File: src/rtl/twsr_pkg.sv
package twsr_pkg;

	localparam int COORD_BITS = 24;
	localparam int WIN_BITS   = 13;
	localparam int TEX_BITS   = 7;
	localparam int MAX_WINDOW = 4096;
	// dividends stay well under 2^30 in magnitude
	localparam int DIV_BITS   = 32;

	localparam logic [1:0] REG_WINDOW   = 2'd0;
	localparam logic [1:0] REG_TEXEL    = 2'd1;
	localparam logic [1:0] REG_ORIGIN_X = 2'd2;
	localparam logic [1:0] REG_ORIGIN_Y = 2'd3;

	typedef enum logic [3:0] {
		ST_IDLE,
		ST_BX_DIV,
		ST_BX_MOD,
		ST_BY_DIV,
		ST_BY_MOD,
		ST_RECT,
		ST_WX,
		ST_WY,
		ST_OUT
	} state_t;

	typedef struct packed {
		logic                start;
		logic                is_mod;
		logic signed [DIV_BITS-1:0] dividend;
		logic [WIN_BITS-1:0] divisor;
	} div_req_t;

	typedef struct packed {
		logic                done;
		logic signed [DIV_BITS-1:0] result;
	} div_rsp_t;

endpackage

File: src/rtl/twsr_div.sv
// Restoring divider, one quotient bit per cycle. Quotient truncates toward zero;
// mod mode returns floored remainder (divisor positive).
module twsr_div (
	input  logic               clk,
	input  logic               arst_n,
	input  twsr_pkg::div_req_t req,
	output twsr_pkg::div_rsp_t rsp
);
	localparam int N = twsr_pkg::DIV_BITS;

	logic [N-1:0]  quo_q;
	logic [N-1:0]  rem_q;
	logic [twsr_pkg::WIN_BITS-1:0] dvs_q;
	logic          neg_q, mod_q, busy_q, done_q;
	logic [5:0]    cnt_q;
	logic [N-1:0]  mag;
	logic [N:0]    trial;
	logic [N-1:0]  rem_shift;
	logic [N-1:0]  fix_rem;

	assign mag       = req.dividend[N-1] ? (~req.dividend + 1'b1) : req.dividend;
	assign rem_shift = {rem_q[N-2:0], quo_q[N-1]};
	assign trial     = {1'b0, rem_shift} - {{(N+1-twsr_pkg::WIN_BITS){1'b0}}, dvs_q};

	always_ff @(posedge clk or negedge arst_n) begin
		if (!arst_n) begin
			busy_q <= 1'b0;
			done_q <= 1'b0;
			cnt_q  <= '0;
		end else begin
			done_q <= 1'b0;
			if (req.start) begin
				busy_q <= 1'b1;
				cnt_q  <= 6'(N);
			end else if (busy_q) begin
				cnt_q <= cnt_q - 1'b1;
				if (cnt_q == 6'd1) begin
					busy_q <= 1'b0;
					done_q <= 1'b1;
				end
			end
		end
	end

	always_ff @(posedge clk) begin
		if (req.start) begin
			quo_q <= mag;
			rem_q <= '0;
			dvs_q <= req.divisor;
			neg_q <= req.dividend[N-1];
			mod_q <= req.is_mod;
		end else if (busy_q) begin
			if (!trial[N]) begin
				rem_q <= trial[N-1:0];
				quo_q <= {quo_q[N-2:0], 1'b1};
			end else begin
				rem_q <= rem_shift;
				quo_q <= {quo_q[N-2:0], 1'b0};
			end
		end
	end

	assign fix_rem = (neg_q && rem_q != '0)
		? ({{(N-twsr_pkg::WIN_BITS){1'b0}}, dvs_q} - rem_q) : rem_q;

	always_comb begin
		rsp.done = done_q;
		if (mod_q)
			rsp.result = fix_rem;
		else
			rsp.result = neg_q ? (~quo_q + 1'b1) : quo_q;
	end
endmodule

File: src/rtl/toroidal_window_scroll_regions.sv
// Toroidal window scroll regions.
// Input channel: move_x/move_y beats under in_valid/in_stall. Each nonzero
// move emits one rectangle (straight move or full reload) or three (diagonal:
// strip, corner square, second strip; last marks the final one) on the output
// channel out_valid/out_stall. A zero move produces nothing.
// Config channel: cfg_valid/cfg_ready, cfg_index/cfg_data; 0 window_texels,
// 1 texel_size, 2 origin_x, 3 origin_y. Written only while idle with no move
// offered, so a move never sees a setting change under it.
// Sequencing: one shared 32-step restoring divider does four divisions for the
// toroidal base (trunc divide by texel_size, floored mod by window, each axis),
// then two floored mods per rectangle for wrap_start. in_stall stays high from
// accept until the last rectangle is taken. An output stall simply holds the
// presented rectangle.
// Reset: window 256, texel 1, origins, bases and toroidal bases cleared.
module toroidal_window_scroll_regions (
	input  logic               clk,
	input  logic               arst_n,
	input  logic               in_valid,
	output logic               in_stall,
	input  logic signed [23:0] move_x,
	input  logic signed [23:0] move_y,
	input  logic               cfg_valid,
	output logic               cfg_ready,
	input  logic [1:0]         cfg_index,
	input  logic [23:0]        cfg_data,
	output logic               out_valid,
	input  logic               out_stall,
	output logic [1:0]         rect_index,
	output logic signed [23:0] start_x,
	output logic signed [23:0] start_y,
	output logic signed [23:0] end_x,
	output logic signed [23:0] end_y,
	output logic [11:0]        wrap_start_x,
	output logic [11:0]        wrap_start_y,
	output logic [17:0]        wrap_base_x,
	output logic [17:0]        wrap_base_y,
	output logic               full_reload,
	output logic               last
);
	localparam int C = twsr_pkg::COORD_BITS;
	localparam int N = twsr_pkg::DIV_BITS;

	twsr_pkg::state_t state_q, state_d;

	logic [12:0] win_q;
	logic [6:0]  tex_q;
	logic signed [23:0] org_x_q, org_y_q;
	logic signed [C-1:0] base_x_q, base_y_q;
	logic [17:0] wb_x_q, wb_y_q;

	// per-move working registers
	logic signed [26:0] ox_q, oy_q, nx_q, ny_q, dx_q, dy_q;
	logic signed [N-1:0] tmp_q;
	logic [17:0] nwb_x_q, nwb_y_q;
	logic        full_q, diag_q;
	logic [1:0]  rect_q;
	logic signed [26:0] sx_q, sy_q, ex_q, ey_q;
	logic        start_pend_q;
	logic [11:0] wsx_q, wsy_q;

	logic [12:0] w_eff;
	logic [6:0]  t_eff;
	logic [19:0] ww;
	logic signed [26:0] wws;
	logic        in_acc, out_acc;

	twsr_pkg::div_req_t dreq;
	twsr_pkg::div_rsp_t drsp;

	twsr_div u_div (.clk(clk), .arst_n(arst_n), .req(dreq), .rsp(drsp));

	assign w_eff = (win_q == '0) ? 13'd1 : (win_q > 13'(twsr_pkg::MAX_WINDOW))
		? 13'(twsr_pkg::MAX_WINDOW) : win_q;
	assign t_eff = (tex_q == '0) ? 7'd1 : tex_q;
	assign ww    = w_eff * t_eff;
	assign wws   = 27'(ww);

	assign in_stall  = (state_q != twsr_pkg::ST_IDLE);
	assign cfg_ready = (state_q == twsr_pkg::ST_IDLE) && !in_valid;
	assign in_acc    = in_valid && !in_stall;
	assign out_valid = (state_q == twsr_pkg::ST_OUT);
	assign out_acc   = out_valid && !out_stall;

	always_ff @(posedge clk or negedge arst_n) begin
		if (!arst_n) begin
			win_q   <= 13'd256;
			tex_q   <= 7'd1;
			org_x_q <= '0;
			org_y_q <= '0;
		end else if (cfg_valid && cfg_ready) begin
			unique case (cfg_index)
				twsr_pkg::REG_WINDOW:   win_q   <= cfg_data[12:0];
				twsr_pkg::REG_TEXEL:    tex_q   <= cfg_data[6:0];
				twsr_pkg::REG_ORIGIN_X: org_x_q <= cfg_data;
				twsr_pkg::REG_ORIGIN_Y: org_y_q <= cfg_data;
				default: ;
			endcase
		end
	end

	// rectangle geometry for the current rect_q, per sign case
	logic signed [26:0] g_sx, g_sy, g_ex, g_ey;
	logic px, nxs, py, nys;
	always_comb begin
		px  = dx_q > 0;  nxs = dx_q < 0;
		py  = dy_q > 0;  nys = dy_q < 0;
		g_sx = nx_q; g_sy = ny_q; g_ex = nx_q + wws; g_ey = ny_q + wws;
		if (rect_q == 2'd0) begin
			if (!full_q) begin
				if (px && !py && !nys) g_sx = ox_q + wws;
				else if (px && py) begin g_sx = ox_q + wws; g_ey = oy_q + wws; end
				else if (!px && !nxs && py) g_sy = oy_q + wws;
				else if (nxs && py) begin g_ex = ox_q; g_ey = oy_q + wws; end
				else if (nxs && !py && !nys) g_ex = ox_q;
				else if (nxs && nys) begin g_sx = ox_q; g_ey = oy_q; end
				else if (!px && !nxs && nys) g_ey = oy_q;
				else begin g_ey = oy_q; g_ex = ox_q + wws; end
			end
		end else if (rect_q == 2'd1) begin
			g_ex = ox_q; g_ey = oy_q;
			if (px && py) begin
				g_sx = ox_q + wws; g_sy = oy_q + wws; g_ex = nx_q + wws; g_ey = ny_q + wws;
			end else if (px && nys) begin
				g_sx = ox_q + wws; g_ex = ox_q + wws;
			end else if (nxs && py) begin
				g_sy = oy_q + wws; g_ey = ny_q + wws;
			end
		end else begin
			g_ex = ox_q; g_ey = oy_q;
			if (px && py) begin
				g_sy = oy_q + wws; g_ex = ox_q + wws; g_ey = ny_q + wws;
			end else if (px && nys) begin
				g_sx = ox_q + wws; g_ex = nx_q + wws; g_ey = ny_q + wws;
			end else if (nxs && py) begin
				g_sy = oy_q + wws; g_ex = nx_q + wws; g_ey = ny_q + wws;
			end else begin
				g_sy = oy_q; g_ey = ny_q + wws;
			end
		end
	end

	logic signed [26:0] nbx, nby;
	logic signed [C-1:0] nbx_w, nby_w;
	logic [17:0] tprod;
	assign nbx_w = C'(ox_q + dx_q);
	assign nby_w = C'(oy_q + dy_q);
	assign nbx   = 27'(nbx_w);
	assign nby   = 27'(nby_w);
	assign tprod = 18'(drsp.result[12:0] * t_eff);

	logic wfull;
	assign wfull = (move_x > $signed({4'd0, ww})) || (-27'(move_x) > wws)
		|| (move_y > $signed({4'd0, ww})) || (-27'(move_y) > wws);

	always_comb begin
		state_d = state_q;
		dreq.start = 1'b0; dreq.is_mod = 1'b0; dreq.dividend = '0;
		dreq.divisor = {6'd0, t_eff};
		unique case (state_q)
			twsr_pkg::ST_IDLE: if (in_acc && (move_x != 0 || move_y != 0))
				state_d = twsr_pkg::ST_BX_DIV;
			twsr_pkg::ST_BX_DIV, twsr_pkg::ST_BY_DIV, twsr_pkg::ST_BX_MOD,
			twsr_pkg::ST_BY_MOD, twsr_pkg::ST_WX, twsr_pkg::ST_WY: ;
			twsr_pkg::ST_RECT: ;
			twsr_pkg::ST_OUT: ;
			default: state_d = twsr_pkg::ST_IDLE;
		endcase
		// sequencer launches a division on entry (start_pend_q marks pending)
		if (start_pend_q) begin
			dreq.start = 1'b1;
			unique case (state_q)
				twsr_pkg::ST_BX_DIV: dreq.dividend = N'(nbx) - N'(org_x_q);
				twsr_pkg::ST_BY_DIV: dreq.dividend = N'(nby) - N'(org_y_q);
				twsr_pkg::ST_BX_MOD, twsr_pkg::ST_BY_MOD: begin
					dreq.dividend = tmp_q; dreq.is_mod = 1'b1; dreq.divisor = w_eff;
				end
				twsr_pkg::ST_WX: begin
					dreq.dividend = N'(sx_q) - N'(org_x_q); dreq.is_mod = 1'b1;
					dreq.divisor = w_eff;
				end
				twsr_pkg::ST_WY: begin
					dreq.dividend = N'(sy_q) - N'(org_y_q); dreq.is_mod = 1'b1;
					dreq.divisor = w_eff;
				end
				default: dreq.start = 1'b0;
			endcase
		end
		if (drsp.done) begin
			unique case (state_q)
				twsr_pkg::ST_BX_DIV: state_d = twsr_pkg::ST_BX_MOD;
				twsr_pkg::ST_BX_MOD: state_d = twsr_pkg::ST_BY_DIV;
				twsr_pkg::ST_BY_DIV: state_d = twsr_pkg::ST_BY_MOD;
				twsr_pkg::ST_BY_MOD: state_d = twsr_pkg::ST_RECT;
				twsr_pkg::ST_WX:     state_d = twsr_pkg::ST_WY;
				twsr_pkg::ST_WY:     state_d = twsr_pkg::ST_OUT;
				default: ;
			endcase
		end
		if (state_q == twsr_pkg::ST_RECT) state_d = twsr_pkg::ST_WX;
		if (out_acc) state_d = last ? twsr_pkg::ST_IDLE : twsr_pkg::ST_RECT;
	end

	always_ff @(posedge clk or negedge arst_n) begin
		if (!arst_n) begin
			state_q      <= twsr_pkg::ST_IDLE;
			start_pend_q <= 1'b0;
			base_x_q <= '0; base_y_q <= '0; wb_x_q <= '0; wb_y_q <= '0;
		end else begin
			state_q      <= state_d;
			start_pend_q <= (state_d != state_q) && (state_d != twsr_pkg::ST_RECT)
				&& (state_d != twsr_pkg::ST_OUT) && (state_d != twsr_pkg::ST_IDLE);
			if (out_acc && last) begin
				base_x_q <= nbx_w; base_y_q <= nby_w;
				wb_x_q <= nwb_x_q; wb_y_q <= nwb_y_q;
			end
		end
	end

	always_ff @(posedge clk) begin
		if (in_acc) begin
			ox_q <= 27'(base_x_q); oy_q <= 27'(base_y_q);
			dx_q <= 27'(move_x);   dy_q <= 27'(move_y);
			nx_q <= 27'(base_x_q) + 27'(move_x);
			ny_q <= 27'(base_y_q) + 27'(move_y);
			full_q <= wfull;
			diag_q <= !wfull && move_x != 0 && move_y != 0;
			rect_q <= 2'd0;
		end
		if (drsp.done) begin
			unique case (state_q)
				twsr_pkg::ST_BX_DIV, twsr_pkg::ST_BY_DIV: tmp_q <= drsp.result;
				twsr_pkg::ST_BX_MOD: nwb_x_q <= tprod;
				twsr_pkg::ST_BY_MOD: nwb_y_q <= tprod;
				twsr_pkg::ST_WX:     wsx_q   <= drsp.result[11:0];
				twsr_pkg::ST_WY:     wsy_q   <= drsp.result[11:0];
				default: ;
			endcase
		end
		if (state_q == twsr_pkg::ST_RECT) begin
			sx_q <= g_sx; sy_q <= g_sy; ex_q <= g_ex; ey_q <= g_ey;
		end
		if (out_acc && !last) rect_q <= rect_q + 2'd1;
	end

	assign rect_index   = rect_q;
	assign start_x      = sx_q[23:0];
	assign start_y      = sy_q[23:0];
	assign end_x        = ex_q[23:0];
	assign end_y        = ey_q[23:0];
	assign wrap_start_x = wsx_q;
	assign wrap_start_y = wsy_q;
	assign wrap_base_x  = nwb_x_q;
	assign wrap_base_y  = nwb_y_q;
	assign full_reload  = full_q;
	assign last         = !diag_q || (rect_q == 2'd2);

	// no new move while a move is in flight
	a_no_in_busy: assert property (@(posedge clk) disable iff (!arst_n)
		out_valid |-> in_stall) else $error("input taken while busy");
	// rectangles after the first never carry full_reload
	a_diag_rect: assert property (@(posedge clk) disable iff (!arst_n)
		(out_valid && rect_index != 2'd0) |-> !full_reload)
		else $error("multi-rect with reload");
	// a completed last beat returns to idle
	a_last_idle: assert property (@(posedge clk) disable iff (!arst_n)
		(out_valid && !out_stall && last) |=> !in_stall) else $error("stuck after last");
endmodule

File: config.mk
export PLATFORM = sky130hd
export DESIGN_NAME = toroidal_window_scroll_regions
export DESIGN_NICKNAME = d
export VERILOG_FILES = /design/src/rtl/twsr_pkg.sv /design/src/rtl/twsr_div.sv /design/src/rtl/toroidal_window_scroll_regions.sv
export SDC_FILE = /design/constraint.sdc
export NUM_CORES = 2
export LEC_CHECK = 0
export CAP_MARGIN = 5
export CORE_ASPECT_RATIO = 1.1
export CORE_UTILIZATION = 55
export CTS_BUF_LIST = sky130_fd_sc_hd__clkbuf_4
export DETAILED_ROUTE_END_ITERATION = 6
export DONT_BUFFER_PORTS = 1
export PLACE_DENSITY_LB_ADDON = 0.1
export RECOVER_POWER = 100
export SLEW_MARGIN = 20
export SYNTH_ARGS = -nofsm -noshare
export SYNTH_HDL_FRONTEND = slang
export SYNTH_HIERARCHICAL = 1
export SYNTH_SLANG_ARGS = --single-unit
export TNS_END_PERCENT = 1
File: constraint.sdc
create_clock -name clk -period 9.1 [get_ports clk]
set_clock_uncertainty 0.2 [all_clocks]
set_input_delay 0.455 -clock clk [delete_from_list [all_inputs] [get_ports clk]]
set_output_delay 0.455 -clock clk [all_outputs]
set_load 0.05 [all_outputs]
==> reports/qor.yml <==
status:
  status: "finished, violations left"
  violations: "DRC, capacitance limit, slew limit"
worst_setup_path:
  critPathMaxFanout: 7
  path_class: "flip-flop to flip-flop"
  cp.required_ns: 9.78
  start_kind: "flip-flop"
  rr_startpoint: "win_q[4]$_DFFE_PN0P_"
  r2r_end: "diag_q$_DFFE_PP_"
  cpMostUsedCell: "fa_1"
  r2r_cells: 29
  critPathCaptureType: "flip-flop"
  worstPathArrival_ns: 9.29
  critPathSlowestCell: "xor2_1"
  critPathMaxStageDelay_ns: 0.60
  reg2reg_slack_ns: 0.49
logic_synthesis:
  syn_area_um2: 49360
  ys.flop_type: "edfxtp_1"
  ys_seq_area_share_pct: 31.39
  yosys_warnings: 6
  syn_nets: 6136
  synthCells: 5475
  synthArstFlopShare_pct: 23.54
  yosysUniqueCellTypes: 108
  synth.avg_cell_area_um2: 9.015
  ys_seq_elements: 548
  synth_edf_count: 387
floorplan:
  dieArea_um2: 90950
  row_count: 114
  die_h_um: 316.2
  io_pins: 242
  die_x_um: 287.6
  initial_utilization_pct: 55.81
  core_um2: 88430
drt:
  dr.pass1.iters: 7
  postRouteAntennaNets: 0
  drc: 80
  routedWlPerCell_um: 25.31
  vias_per_cell: 6.377
  routed_wl_um: 175400
  vias: 44190
  drtIter0Drc: 4157
min_path:
  hold_depth: 6
  min-delay-start: "move_x[8]"
  hp-class: "input pin to flip-flop"
  hold_end: "full_reload$_DFFE_PP_"
sta:
  fin_crit_ns: 8.609
  fin_crit_sh_pct: 94.60
  fmax_mhz: 116.2
  tns_ns: 0
  hold_ws_ns: 0.1152
  hold_viol: 0
  rsz0062_at_grt: "false"
  setup_viol: 0
  tightest_slew_ns: 3.864
  max_slew_margin_pct: -157.6
  slew_viol_final: 836
placement:
  dp_cells: 6481
  routabilityCongestion: 1.021
  dp_hpwl_um: 134900
  port_buffers: 0
flow_run:
  maxCapViolCount: 18
finish:
  drive_above_1_share_pct: 8.239
  layout_common_cells: "nand2_1 (482), ha_1 (459), nor2_1 (435), a21oi_1 (434), edfxtp_1 (387)"
  final_common_cell: "nand2_1"
  final_cells: 6929
  nets: 6305
  syn2layout_area_growth_pct: 9.318
global_route:
  grt_max_degree: 128
  grt_usage_pct: 38.12
  grt_pass1_vias: 41700
  grt_pass1_wl_um: 258500
  antenna_found_initial: 8
  overflow: 0
clock_tree:
  numClockSinks: 548
  cts_made_buffers: 152
  htree_levels: 4
  clkTransAtPathRegs_ns: 0.07
  clockBufferDepth: 3
  tritoncts: "built"
  clk_latency_ns: 1.09
  root_buffer: "clkbuf_4"
power_and_ir_drop:
  leakage_uw: 0.02237
  vdd_ir_drop_max_mv: 0.2952
  p_per_area_nw_per_um2: 362.9
## worst max-delay path by stage
stage | end | from | slack [ns]
CTS | diag_q$_DFFE_PP_ | win_q[12]$_DFFE_PN0P_ | 0.50
global route | diag_q$_DFFE_PP_ | win_q[4]$_DFFE_PN0P_ | 0.03
floorplan | full_reload$_DFFE_PP_ | win_q[4]$_DFFE_PN0P_ | 1.27
finish | diag_q$_DFFE_PP_ | win_q[4]$_DFFE_PN0P_ | 0.49
global placement | full_reload$_DFFE_PP_ | win_q[1]$_DFFE_PN0P_ | 0.60
detailed placement | ex_q[22]$_DFFE_PN_ | win_q[12]$_DFFE_PN0P_ | 0.49
## metrics by stage
stage / cell area [um2] / utilization [%] / setup slack, ns / total power, uW
6_report: 53960 / 61.02 / 0.4912 / 19580
5_1_grt: 53950 / 61.01 / 0.03453 / 21040
4_1_cts: 54210 / 61.30 / 0.5023 / 19500
3_5_place_dp: 50530 / 57.13 / 0.4948 / 16940
3_3_place_gp: 50530 / 57.13 / 0.6040 / 16780
2_1_floorplan: 49360 / - / 1.273 / 13300
## kinds of logic after synthesis
group | after synthesis | synth area share [%]
compound gates | 1582 | 20.76
xor+xnor | 415 | 7.364
mux | 120 | 2.722
simple gates | 1674 | 16.40
flops | 548 | 31.39
fa+ha+maj | 582 | 16.59
buf+inv | 554 | 4.778
## report_power, final
group,internal [uW],switching (uW)
Sequential,3500,529
Combinational,5030,8190
Clock,1200,1140
## state kept, by name (all words and copies together) (netlist names), 25 cells and up
signal and flops:
nx_q 25, u_div/quo_q 32, u_div/rem_q 32, sy_q 25
sx_q 25, tmp_q 32, ny_q 25
## cells in the mapped netlist (all sizes together), types with 11 or more instances
library cell / number / area (um2)
nand2: 482 / 1809
ha: 461 / 5768
nor2: 442 / 1669
a21oi: 437 / 2191
edfxtp: 387 / 11620
o21ai: 307 / 1536
inv: 298 / 1119
xnor2: 253 / 2216
clkbuf: 177 / 664.4
xor2: 162 / 1419
nor3: 138 / 700.7
and2: 136 / 850.8
a21o: 132 / 991.0
dfrtp: 127 / 3178
fa: 121 / 2422
a211oi: 114 / 860.8
mux2: 94 / 1059
nand3: 85 / 425.4
buf: 78 / 571.8
a31oi: 71 / 444.2
nand2b: 71 / 444.2
o21a: 71 / 533.0
o22ai: 65 / 412.9
nor2b: 62 / 387.9
nor4: 50 / 361.6
o31ai: 48 / 360.4
nand4: 43 / 269.0
o211ai: 42 / 315.3
and3: 37 / 231.5
or3: 37 / 232.7
a221oi: 35 / 306.5
o21bai: 35 / 262.8
dfxtp: 32 / 640.6
o221ai: 28 / 245.2
a22oi: 26 / 195.2
mux2i: 24 / 240.2
or4: 22 / 180.2
or2: 21 / 131.4
nand3b: 13 / 97.59
o311ai: 13 / 113.9
a21boi: 12 / 90.08
o41ai: 12 / 120.1
a311oi: 11 / 96.34
## worst max-delay path, delay by kind of cell (launching register included)
| kind | cells | cell delay (ns) |
|---|---|---|
| buf+inv | 4 | 0.31 |
| simple gates | 10 | 2.54 |
| compound gates | 8 | 1.71 |
| flops | 1 | 0.39 |
| fa+ha+maj | 6 | 2.74 |
| xor+xnor | 1 | 0.60 |
## repair_timing
item / 4_1_cts / 5_1_grt
buffers inserted: 0 / 0
hold buffers: 169 / 0
resized for setup: 0 / 1
endpoints found under the hold margin: 380 / 0
endpoints found under the setup margin: 0 / 2
## area by class of cell
class	instances	area (um2)
timing repair buffer	270	2290
inverter	299	1125
clock inverter	55	304.0
tap	1160	1451
fill	7909	34480
sequential	548	15490
clock buffer	220	1652
multi-input combinational	4373	31630
antenna	4	10.01
## routing by layer
| metal | share of wire, % | vias up | global-route usage [%] |
|---|---|---|---|
| li1 | - | 20480 | - |
| met1 | 39 | 21200 | 47.36 |
| met2 | 45 | 2043 | 60.84 |
| met3 | 9.0 | 452 | 8.086 |
| met4 | 6.7 | 8 | 23.13 |
| met5 | 0.031 | - | 0 |
(Power assumes the default switching activity.)
